--- src/hw/rtl/lcmt_pkg.sv ---
// ---------------------------------------------------------------------------
// lcmt_pkg: shared definitions for the leader cluster mean tracker
// Action codes, register indexes, default sizes and reset values.
// ---------------------------------------------------------------------------
package lcmt_pkg;

    localparam int SLOT_COUNT_DEF  = 4;
    localparam int COUNT_WIDTH_DEF = 16;

    localparam logic [15:0] RADIUS_RST    = 16'd256;
    localparam logic [15:0] THRESHOLD_RST = 16'd5;

    typedef enum logic [1:0] {
        ACT_ADD   = 2'd0,
        ACT_CLEAR = 2'd1,
        ACT_LIST  = 2'd2,
        ACT_NONE  = 2'd3
    } t_action;

    localparam logic REG_RADIUS    = 1'b0;
    localparam logic REG_THRESHOLD = 1'b1;

endpackage

--- src/hw/rtl/leader_cluster_mean_tracker.sv ---
// ---------------------------------------------------------------------------
// leader_cluster_mean_tracker
// Online leader clustering of Q8.8 points with running centroids per slot.
// ---------------------------------------------------------------------------
//  channel | handshake                 | payload
//  --------+---------------------------+------------------------------------
//  in      | i_in_valid / o_in_ready   | i_action, i_point_x, i_point_y
//  out     | o_out_valid / i_out_ready | o_valid_res .. o_last
//  cfg     | i_cfg_we                  | i_cfg_index, i_cfg_data
//
//  One item at a time. An add scans up to SLOT_COUNT slots, visiting each
//  occupied slot in a scan and a compare state, then runs a bit-serial
//  restoring divide of the (16+COUNT_WIDTH)-bit sums (x and y in parallel).
//  Clear empties every slot and reports once; list walks the slots in order.
//  Synchronous active-low reset empties all slots at once. A stalled output
//  holds the sequencer until its transfer.
// ---------------------------------------------------------------------------
module leader_cluster_mean_tracker
    import lcmt_pkg::*;
#(
    parameter int SLOT_COUNT  = SLOT_COUNT_DEF,
    parameter int COUNT_WIDTH = COUNT_WIDTH_DEF
) (
    input  logic               i_clk,
    input  logic               i_rst_n,
    input  logic               i_cfg_we,
    input  logic               i_cfg_index,
    input  logic [15:0]        i_cfg_data,
    input  logic               i_in_valid,
    output logic               o_in_ready,
    input  logic [1:0]         i_action,
    input  logic signed [15:0] i_point_x,
    input  logic signed [15:0] i_point_y,
    output logic               o_out_valid,
    input  logic               i_out_ready,
    output logic               o_valid_res,
    output logic [1:0]         o_slot_index,
    output logic signed [15:0] o_centroid_x,
    output logic signed [15:0] o_centroid_y,
    output logic               o_joined,
    output logic               o_opened,
    output logic               o_dropped,
    output logic               o_slot_ready,
    output logic               o_all_ready,
    output logic               o_last
);

    localparam int IW  = (SLOT_COUNT > 1) ? $clog2(SLOT_COUNT) : 1;
    localparam int SW  = 16 + COUNT_WIDTH;          // sum width
    localparam int DCW = $clog2(SW);                // divide step counter
    localparam int TW  = (COUNT_WIDTH > 16) ? COUNT_WIDTH : 16;
    localparam logic [IW-1:0]          LAST_SLOT = IW'(SLOT_COUNT - 1);
    localparam logic [DCW-1:0]         LAST_STEP = DCW'(SW - 1);
    localparam logic [COUNT_WIDTH-1:0] CNT_MAX   = {COUNT_WIDTH{1'b1}};

    typedef enum logic [9:0] {
        S_IDLE  = 10'b0000000001,
        S_SCAN  = 10'b0000000010,
        S_CMP   = 10'b0000000100,
        S_OPEN  = 10'b0000001000,
        S_ABS   = 10'b0000010000,
        S_DINIT = 10'b0000100000,
        S_DIV   = 10'b0001000000,
        S_DFIN  = 10'b0010000000,
        S_ADDO  = 10'b0100000000,
        S_LIST  = 10'b1000000000
    } t_state;

    // clear shares the list state? no: it has its own flag below
    t_state r_state;
    logic   r_clr_pend;

    // configuration
    logic [15:0] r_radius, r_thresh;

    // slot stores
    logic signed [SW-1:0]      r_sum_x [SLOT_COUNT];
    logic signed [SW-1:0]      r_sum_y [SLOT_COUNT];
    logic [COUNT_WIDTH-1:0]    r_count [SLOT_COUNT];
    logic signed [15:0]        r_mean_x [SLOT_COUNT];
    logic signed [15:0]        r_mean_y [SLOT_COUNT];
    logic [SLOT_COUNT-1:0]     r_ready;

    // item working registers
    logic signed [15:0] r_px, r_py;
    logic [IW-1:0]      r_slot;
    logic               r_join;
    logic [31:0]        r_r2;
    logic [32:0]        r_dx2, r_dy2;

    // bit-serial divider: dividend register doubles as quotient
    logic [SW-1:0]          r_dvx, r_dvy;
    logic [COUNT_WIDTH:0]   r_remx, r_remy;
    logic [COUNT_WIDTH-1:0] r_dcnt;
    logic                   r_negx, r_negy;
    logic [DCW-1:0]         r_step;

    // output register
    logic r_ov;

    logic [SLOT_COUNT-1:0] occ;
    logic                  any_empty, any_ready, more_ready, ld_ok;
    logic                  ld_res, add_rdy_set;
    logic [IW-1:0]         first_empty;
    logic signed [16:0]    dx, dy;
    logic signed [33:0]    dx_sq, dy_sq;
    logic [33:0]           d2;
    logic [COUNT_WIDTH:0]  shx, shy;

    always_comb begin
        any_empty   = 1'b0;
        first_empty = '0;
        more_ready  = 1'b0;
        for (int i = SLOT_COUNT - 1; i >= 0; i--) begin
            occ[i] = (r_count[i] != '0);
            if (!occ[i]) begin
                any_empty   = 1'b1;
                first_empty = IW'(i);
            end
            if (r_ready[i] && (IW'(i) > r_slot)) begin
                more_ready = 1'b1;
            end
        end
        any_ready = |r_ready;
    end

    assign ld_ok = !r_ov || i_out_ready;

    // a saturated join still needs its ready mark set before reporting
    assign add_rdy_set = r_join && (TW'(r_count[r_slot]) >= TW'(r_thresh))
                         && !r_ready[r_slot];

    // result register loads this cycle
    assign ld_res = ld_ok && (((r_state == S_IDLE) && r_clr_pend)
                    || ((r_state == S_OPEN) && !any_empty)
                    || ((r_state == S_ADDO) && !add_rdy_set)
                    || ((r_state == S_LIST) && (!any_ready || r_ready[r_slot])));

    assign dx    = 17'(r_px) - 17'(r_mean_x[r_slot]);
    assign dy    = 17'(r_py) - 17'(r_mean_y[r_slot]);
    assign dx_sq = dx * dx;
    assign dy_sq = dy * dy;
    assign d2    = {1'b0, r_dx2} + {1'b0, r_dy2};

    assign shx = {r_remx[COUNT_WIDTH-1:0], r_dvx[SW-1]};
    assign shy = {r_remy[COUNT_WIDTH-1:0], r_dvy[SW-1]};

    assign o_in_ready  = (r_state == S_IDLE) && !r_clr_pend;
    assign o_out_valid = r_ov;

    always_ff @(posedge i_clk) begin
        if (!i_rst_n) begin
            r_state    <= S_IDLE;
            r_clr_pend <= 1'b0;
            r_radius   <= RADIUS_RST;
            r_thresh   <= THRESHOLD_RST;
            r_ready    <= '0;
            r_ov       <= 1'b0;
            for (int i = 0; i < SLOT_COUNT; i++) begin
                r_count[i] <= '0;
            end
        end else begin
            if (i_cfg_we) begin
                if (i_cfg_index == REG_RADIUS) begin
                    r_radius <= i_cfg_data;
                end else begin
                    r_thresh <= i_cfg_data;
                end
            end
            if (r_ov && i_out_ready && !ld_res) begin
                r_ov <= 1'b0;
            end

            unique case (r_state)
                S_IDLE: begin
                    if (r_clr_pend) begin
                        // clear: empty every slot and report
                        if (ld_ok) begin
                            r_clr_pend   <= 1'b0;
                            r_ready      <= '0;
                            for (int i = 0; i < SLOT_COUNT; i++) begin
                                r_count[i] <= '0;
                            end
                            r_ov         <= 1'b1;
                            o_valid_res  <= 1'b0;
                            o_slot_index <= '0;
                            o_centroid_x <= '0;
                            o_centroid_y <= '0;
                            o_joined     <= 1'b0;
                            o_opened     <= 1'b0;
                            o_dropped    <= 1'b0;
                            o_slot_ready <= 1'b0;
                            o_all_ready  <= 1'b0;
                            o_last       <= 1'b1;
                        end
                    end else if (i_in_valid) begin
                        r_px   <= i_point_x;
                        r_py   <= i_point_y;
                        r_slot <= '0;
                        r_r2   <= r_radius * r_radius;
                        unique case (i_action)
                            ACT_ADD:   r_state    <= S_SCAN;
                            ACT_CLEAR: r_clr_pend <= 1'b1;
                            ACT_LIST:  r_state    <= S_LIST;
                            default:   r_state    <= S_IDLE;
                        endcase
                    end
                end
                S_SCAN: begin
                    if (occ[r_slot]) begin
                        r_dx2   <= dx_sq[32:0];
                        r_dy2   <= dy_sq[32:0];
                        r_state <= S_CMP;
                    end else if (r_slot == LAST_SLOT) begin
                        r_state <= S_OPEN;
                    end else begin
                        r_slot <= r_slot + 1'b1;
                    end
                end
                S_CMP: begin
                    if (d2 < {2'b00, r_r2}) begin
                        r_join  <= 1'b1;
                        r_state <= S_ABS;
                    end else if (r_slot == LAST_SLOT) begin
                        r_state <= S_OPEN;
                    end else begin
                        r_slot  <= r_slot + 1'b1;
                        r_state <= S_SCAN;
                    end
                end
                S_OPEN: begin
                    if (any_empty) begin
                        r_slot  <= first_empty;
                        r_join  <= 1'b0;
                        r_state <= S_ABS;
                    end else if (ld_ok) begin
                        // every slot full: drop
                        r_ov         <= 1'b1;
                        o_valid_res  <= 1'b0;
                        o_slot_index <= '0;
                        o_centroid_x <= '0;
                        o_centroid_y <= '0;
                        o_joined     <= 1'b0;
                        o_opened     <= 1'b0;
                        o_dropped    <= 1'b1;
                        o_slot_ready <= 1'b0;
                        o_all_ready  <= &r_ready;
                        o_last       <= 1'b1;
                        r_state      <= S_IDLE;
                    end
                end
                S_ABS: begin
                    if (r_join && (r_count[r_slot] == CNT_MAX)) begin
                        r_state <= S_ADDO;       // saturated: store untouched
                    end else begin
                        if (r_join) begin
                            r_sum_x[r_slot] <= r_sum_x[r_slot] + SW'(r_px);
                            r_sum_y[r_slot] <= r_sum_y[r_slot] + SW'(r_py);
                        end else begin
                            r_sum_x[r_slot] <= SW'(r_px);
                            r_sum_y[r_slot] <= SW'(r_py);
                        end
                        r_count[r_slot] <= r_count[r_slot] + 1'b1;
                        r_state         <= S_DINIT;
                    end
                end
                S_DINIT: begin
                    r_negx  <= r_sum_x[r_slot][SW-1];
                    r_negy  <= r_sum_y[r_slot][SW-1];
                    r_dvx   <= r_sum_x[r_slot][SW-1] ? -r_sum_x[r_slot] : r_sum_x[r_slot];
                    r_dvy   <= r_sum_y[r_slot][SW-1] ? -r_sum_y[r_slot] : r_sum_y[r_slot];
                    r_remx  <= '0;
                    r_remy  <= '0;
                    r_dcnt  <= r_count[r_slot];
                    r_step  <= '0;
                    r_state <= S_DIV;
                end
                S_DIV: begin
                    if (shx >= {1'b0, r_dcnt}) begin
                        r_remx <= shx - {1'b0, r_dcnt};
                        r_dvx  <= {r_dvx[SW-2:0], 1'b1};
                    end else begin
                        r_remx <= shx;
                        r_dvx  <= {r_dvx[SW-2:0], 1'b0};
                    end
                    if (shy >= {1'b0, r_dcnt}) begin
                        r_remy <= shy - {1'b0, r_dcnt};
                        r_dvy  <= {r_dvy[SW-2:0], 1'b1};
                    end else begin
                        r_remy <= shy;
                        r_dvy  <= {r_dvy[SW-2:0], 1'b0};
                    end
                    r_step <= r_step + 1'b1;
                    if (r_step == LAST_STEP) begin
                        r_state <= S_DFIN;
                    end
                end
                S_DFIN: begin
                    // quotient magnitude never exceeds 32768
                    r_mean_x[r_slot] <= r_negx ? -r_dvx[15:0] : r_dvx[15:0];
                    r_mean_y[r_slot] <= r_negy ? -r_dvy[15:0] : r_dvy[15:0];
                    if (r_join && (TW'(r_count[r_slot]) >= TW'(r_thresh))) begin
                        r_ready[r_slot] <= 1'b1;
                    end
                    r_state <= S_ADDO;
                end
                S_ADDO: begin
                    // saturated join still gets the ready check
                    if (add_rdy_set) begin
                        r_ready[r_slot] <= 1'b1;
                    end else if (ld_ok) begin
                        r_ov         <= 1'b1;
                        o_valid_res  <= 1'b1;
                        o_slot_index <= 2'(r_slot);
                        o_centroid_x <= r_mean_x[r_slot];
                        o_centroid_y <= r_mean_y[r_slot];
                        o_joined     <= r_join;
                        o_opened     <= !r_join;
                        o_dropped    <= 1'b0;
                        o_slot_ready <= r_ready[r_slot];
                        o_all_ready  <= &r_ready;
                        o_last       <= 1'b1;
                        r_state      <= S_IDLE;
                    end
                end
                S_LIST: begin
                    if (!any_ready) begin
                        if (ld_ok) begin
                            r_ov         <= 1'b1;
                            o_valid_res  <= 1'b0;
                            o_slot_index <= '0;
                            o_centroid_x <= '0;
                            o_centroid_y <= '0;
                            o_joined     <= 1'b0;
                            o_opened     <= 1'b0;
                            o_dropped    <= 1'b0;
                            o_slot_ready <= 1'b0;
                            o_all_ready  <= &r_ready;
                            o_last       <= 1'b1;
                            r_state      <= S_IDLE;
                        end
                    end else if (r_ready[r_slot]) begin
                        if (ld_ok) begin
                            r_ov         <= 1'b1;
                            o_valid_res  <= 1'b1;
                            o_slot_index <= 2'(r_slot);
                            o_centroid_x <= r_mean_x[r_slot];
                            o_centroid_y <= r_mean_y[r_slot];
                            o_joined     <= 1'b0;
                            o_opened     <= 1'b0;
                            o_dropped    <= 1'b0;
                            o_slot_ready <= 1'b1;
                            o_all_ready  <= &r_ready;
                            o_last       <= !more_ready;
                            if (more_ready) begin
                                r_slot <= r_slot + 1'b1;
                            end else begin
                                r_state <= S_IDLE;
                            end
                        end
                    end else begin
                        r_slot <= r_slot + 1'b1;
                    end
                end
                default: r_state <= S_IDLE;
            endcase
        end
    end

endmodule

--- config.mk ---
export PLATFORM = sky130hd
export DESIGN_NAME = leader_cluster_mean_tracker
export DESIGN_NICKNAME = d
export VERILOG_FILES = /design/src/hw/rtl/lcmt_pkg.sv /design/src/hw/rtl/leader_cluster_mean_tracker.sv
export SDC_FILE = /design/constraint.sdc
export NUM_CORES = 2
export LEC_CHECK = 0
export BUFFER_PORTS_ARGS = -buffer_cell sky130_fd_sc_hd__buf_2
export CAP_MARGIN = 20
export CORE_MARGIN = 4
export CORE_UTILIZATION = 49
export CTS_CLUSTER_DIAMETER = 200
export DETAILED_ROUTE_END_ITERATION = 12
export HOLD_SLACK_MARGIN = 0.03
export PLACE_DENSITY = 0.67
export SLEW_MARGIN = 15
export SYNTH_ARGS = -nofsm -noshare
export SYNTH_HDL_FRONTEND = slang
export SYNTH_SLANG_ARGS = --single-unit
export TNS_END_PERCENT = 5
--- constraint.sdc ---
create_clock -name i_clk -period 30.3 [get_ports i_clk]
set_clock_uncertainty 0.2 [all_clocks]
set_input_delay 1.515 -clock i_clk [delete_from_list [all_inputs] [get_ports i_clk]]
set_output_delay 1.515 -clock i_clk [all_outputs]
set_load 0.01 [all_outputs]
==> run_results.csv <==
group,metric,value,unit
timing,worst_pin_slew,1120,ps
critical_path,required,30500,ps
synthesis,ys_warn_count,0,
critical_path,reg2reg_depth,36,
timing,maxSlewHeadroom,25.5,%
global_routing,grtUsageMet3,3.74,%
place,place_congestion,0.902,
timing,rsz0062_at_grt,"no",
synthesis,post_synth.cell_area_avg,10.9,sq um
synthesis,synth.area.top_cells,"edfxtp_1, fa_1, ha_1",
min_path,hp-start,"r_thresh[6]",
status,status,"complete, no violations",
critical_path,slowest_delay,970,ps
final_layout,finalNetCount,7329,
drt,drc,0,
critical_path,critPathKind,"reg2reg",
die,core_area,133000,sq um
global_routing,gr-usage-all-layers,23.5,%
timing,fin_crit_sh,39.8,%
clocking,path_clk_slew,60,ps
drt,via_per_inst,5.59,
timing,maxSlewViolCount,0,
drt,postRouteAntennaNets,0,
timing,fmax,83.0,MHz
synthesis,netlist.area_leader.share,33.7,%
drt,wl,164000,um
global_routing,grt_pass1_vias,45400,
clocking,htreeDepth,3,
global_routing,overflow,0,
clocking,clk_root_buffer_cell,"clkbuf_16",
min_path,hold_path.class,"reg2reg",
timing,setup-tns-final,0,ps
synthesis,synth_nets,7246,
clocking,cts_hold_buf,0,
global_routing,antenna_found_initial,4,
critical_path,cp_common_cell,"fa_1",
final_layout,syn_to_final_growth,8.52,%
synthesis,yosysMostFrequentCell,"inv_1",
die,die_y,374,um
synthesis,async_reset_ff_share,0,%
synthesis,synth_fa_ha_area_share,30.2,%
synthesis,yosys_register_bits,788,
clocking,clk_latency,740,ps
global_routing,busiest_layer,"met2",
clocking,postCtsSetupBuffers,0,
drt,wl_per_cell,20.6,um
die,die-area,140000,sq um
final_layout,fillerInstances,11600,
job,drv_cap,0,
synthesis,synth_area_leader_cell,"edfxtp_1",
place,dp_hpwl,124000,um
timing,setup_violations,0,
die,row_count,134,
clocking,cts_buffers,91,
critical_path,cp_slowest_cell,"dfxtp_4",
global_routing,grt_max_degree,93,
synthesis,synth_edf_count,738,
die,initial_core_util,49.3,%
synthesis,ys_seq_area_share,35.2,%
global_routing,globalRouteMet2Util,37.6,%
synthesis,synthXorXnorAreaFrac,4.58,%
drt,drtIter0Drc,3774,
critical_path,cp-end-kind,"flip-flop",
clocking,cts_tree,"built",
synthesis,synthSimpleGateAreaFrac,10.3,%
synthesis,syn_area,65800,sq um
critical_path,critPathLaunchType,"flip-flop",
timing,final_hold_viol_count,0,
synthesis,synth_flop_cell,"edfxtp_1",
critical_path,arrival,12250,ps
place,port_buffers,98,
synthesis,synth_cells,6022,
clocking,cts_resized,0,
synthesis,muxShareOfSynthArea,4.28,%
clocking,cts.path.max_buffers,3,
timing,min_period,12050,ps
final_layout,layout-drive-gt1-share,7.62,%
drt,vias,44400,
timing,hold-worst-slack,264,ps
synthesis,synth_top_family_by_area,"adder cells",
die,die_x,374,um
critical_path,path_max_fanout,73,
global_routing,met1_usage,33.3,%
drt,drtPass1Iterations,6,
synthesis,yosys-top-cells-count,"inv_1, edfxtp_1, fa_1",
die,io_pins,99,
synthesis,synth_cell_type_count,88,
global_routing,grt_pass1_wl,257000,um
clocking,clkSinkCount,788,
min_path,hold_depth,2,
synthesis,synth_compound_area_share,8.32,%
[metal layers]
| metal | part of all wire (%) | routed length [um] |
|---|---|---|
| met4 | 2.7 | 4390 |
| met3 | 7.0 | 11400 |
| met1 | 43 | 70700 |
| met2 | 47 | 77200 |
| met5 | 0 | 0 |
[placed cells by master, fill, tap and decap left out, types with 13 or more instances in the layout]
master,n
o31ai_1,58
nand4_1,34
dfxtp_1,48
a21boi_0,36
o21ai_1,52
clkbuf_1,14
a21o_1,93
edfxtp_1,738
clkbuf_16,92
mux2i_1,21
nand2_1,540
o21ai_0,185
fa_1,698
clkinv_2,18
nor4_1,28
o21bai_1,25
xnor2_1,239
xor2_1,103
nand2b_1,37
or3_1,19
ha_1,470
and3_1,29
mux4_2,112
clkinv_1,25
a31oi_1,22
nor2b_1,45
nand3_1,44
buf_2,98
a21oi_1,256
nor3_1,63
inv_1,1047
o21a_1,34
nor2_1,453
buf_4,53
and2_1,101
a211oi_1,20
o211ai_1,13
[worst paths after layout]
kind	to	slack, ps
setup / recovery	r_dy2[31]	18250
hold / removal	r_thresh[6]	260
setup reg to reg	r_dy2[31]	18250
hold reg to reg	r_thresh[6]	260
[cells by family (layout without fill, tap and decap cells)]
kind of cell | Yosys count | count (layout)
and+or+nand+nor | 1479 | 1479
adders and majority gates | 1168 | 1168
xor gates and xnor gates | 344 | 344
AOI/OAI and AO/OA | 877 | 877
buffers and inverters | 1226 | 1383
DFF | 788 | 788
muxes | 140 | 140
other | 0 | 1
[through the flow]
| step | instance area (sq um) | utilization (%) | instances | worst slack [ps] |
|---|---|---|---|---|
| after CTS | 71300 | 53.5 | 7946 | 18260 |
| final | 71400 | 53.5 | 7948 | 18250 |
| after global routing | 71400 | 53.5 | 7947 | 17490 |
| after global placement | 68300 | 51.2 | 7779 | 18660 |
| after floorplan | 65800 | - | 6022 | 19440 |
| after detailed placement | 68300 | 51.2 | 7779 | 18320 |
[sequential cells by signal, indices dropped and copies added (netlist names), 31 cells and up, named ones only]
register / cells
r_sum_x: 128
r_r2: 31
r_dvx: 32
r_dx2: 32
r_dy2: 32
r_dvy: 32
r_sum_y: 128
r_count: 64
r_mean_y: 64
r_mean_x: 64
[critical path, delay by kind of cell, from the launching register on]
kind | cells | cell delay (ps)
simple gates | 2 | 380
fa+ha+maj | 8 | 3440
buf+inv | 6 | 1320
compound gates | 17 | 3820
flops | 1 | 970
mux | 1 | 580
xor+xnor | 2 | 890
[layout make-up]
| cell class | count | area [sq um] | share of cell area, % |
|---|---|---|---|
| Clock inverter | 60 | 709 | 0.994 |
| Multi-Input combinational cell | 4008 | 38000 | 53.2 |
| Sequential cell | 788 | 23200 | 32.5 |
| Inverter | 1064 | 4000 | 5.60 |
| Antenna cell | 1 | 2.50 | 0.00351 |
| Tap cell | 1768 | 2210 | 3.10 |
| Timing Repair Buffer | 152 | 908 | 1.27 |
| Clock buffer | 107 | 2360 | 3.31 |
Power is not shown: default switching activity piles up to over one toggle a cycle in this logic, so the estimate is an artifact.
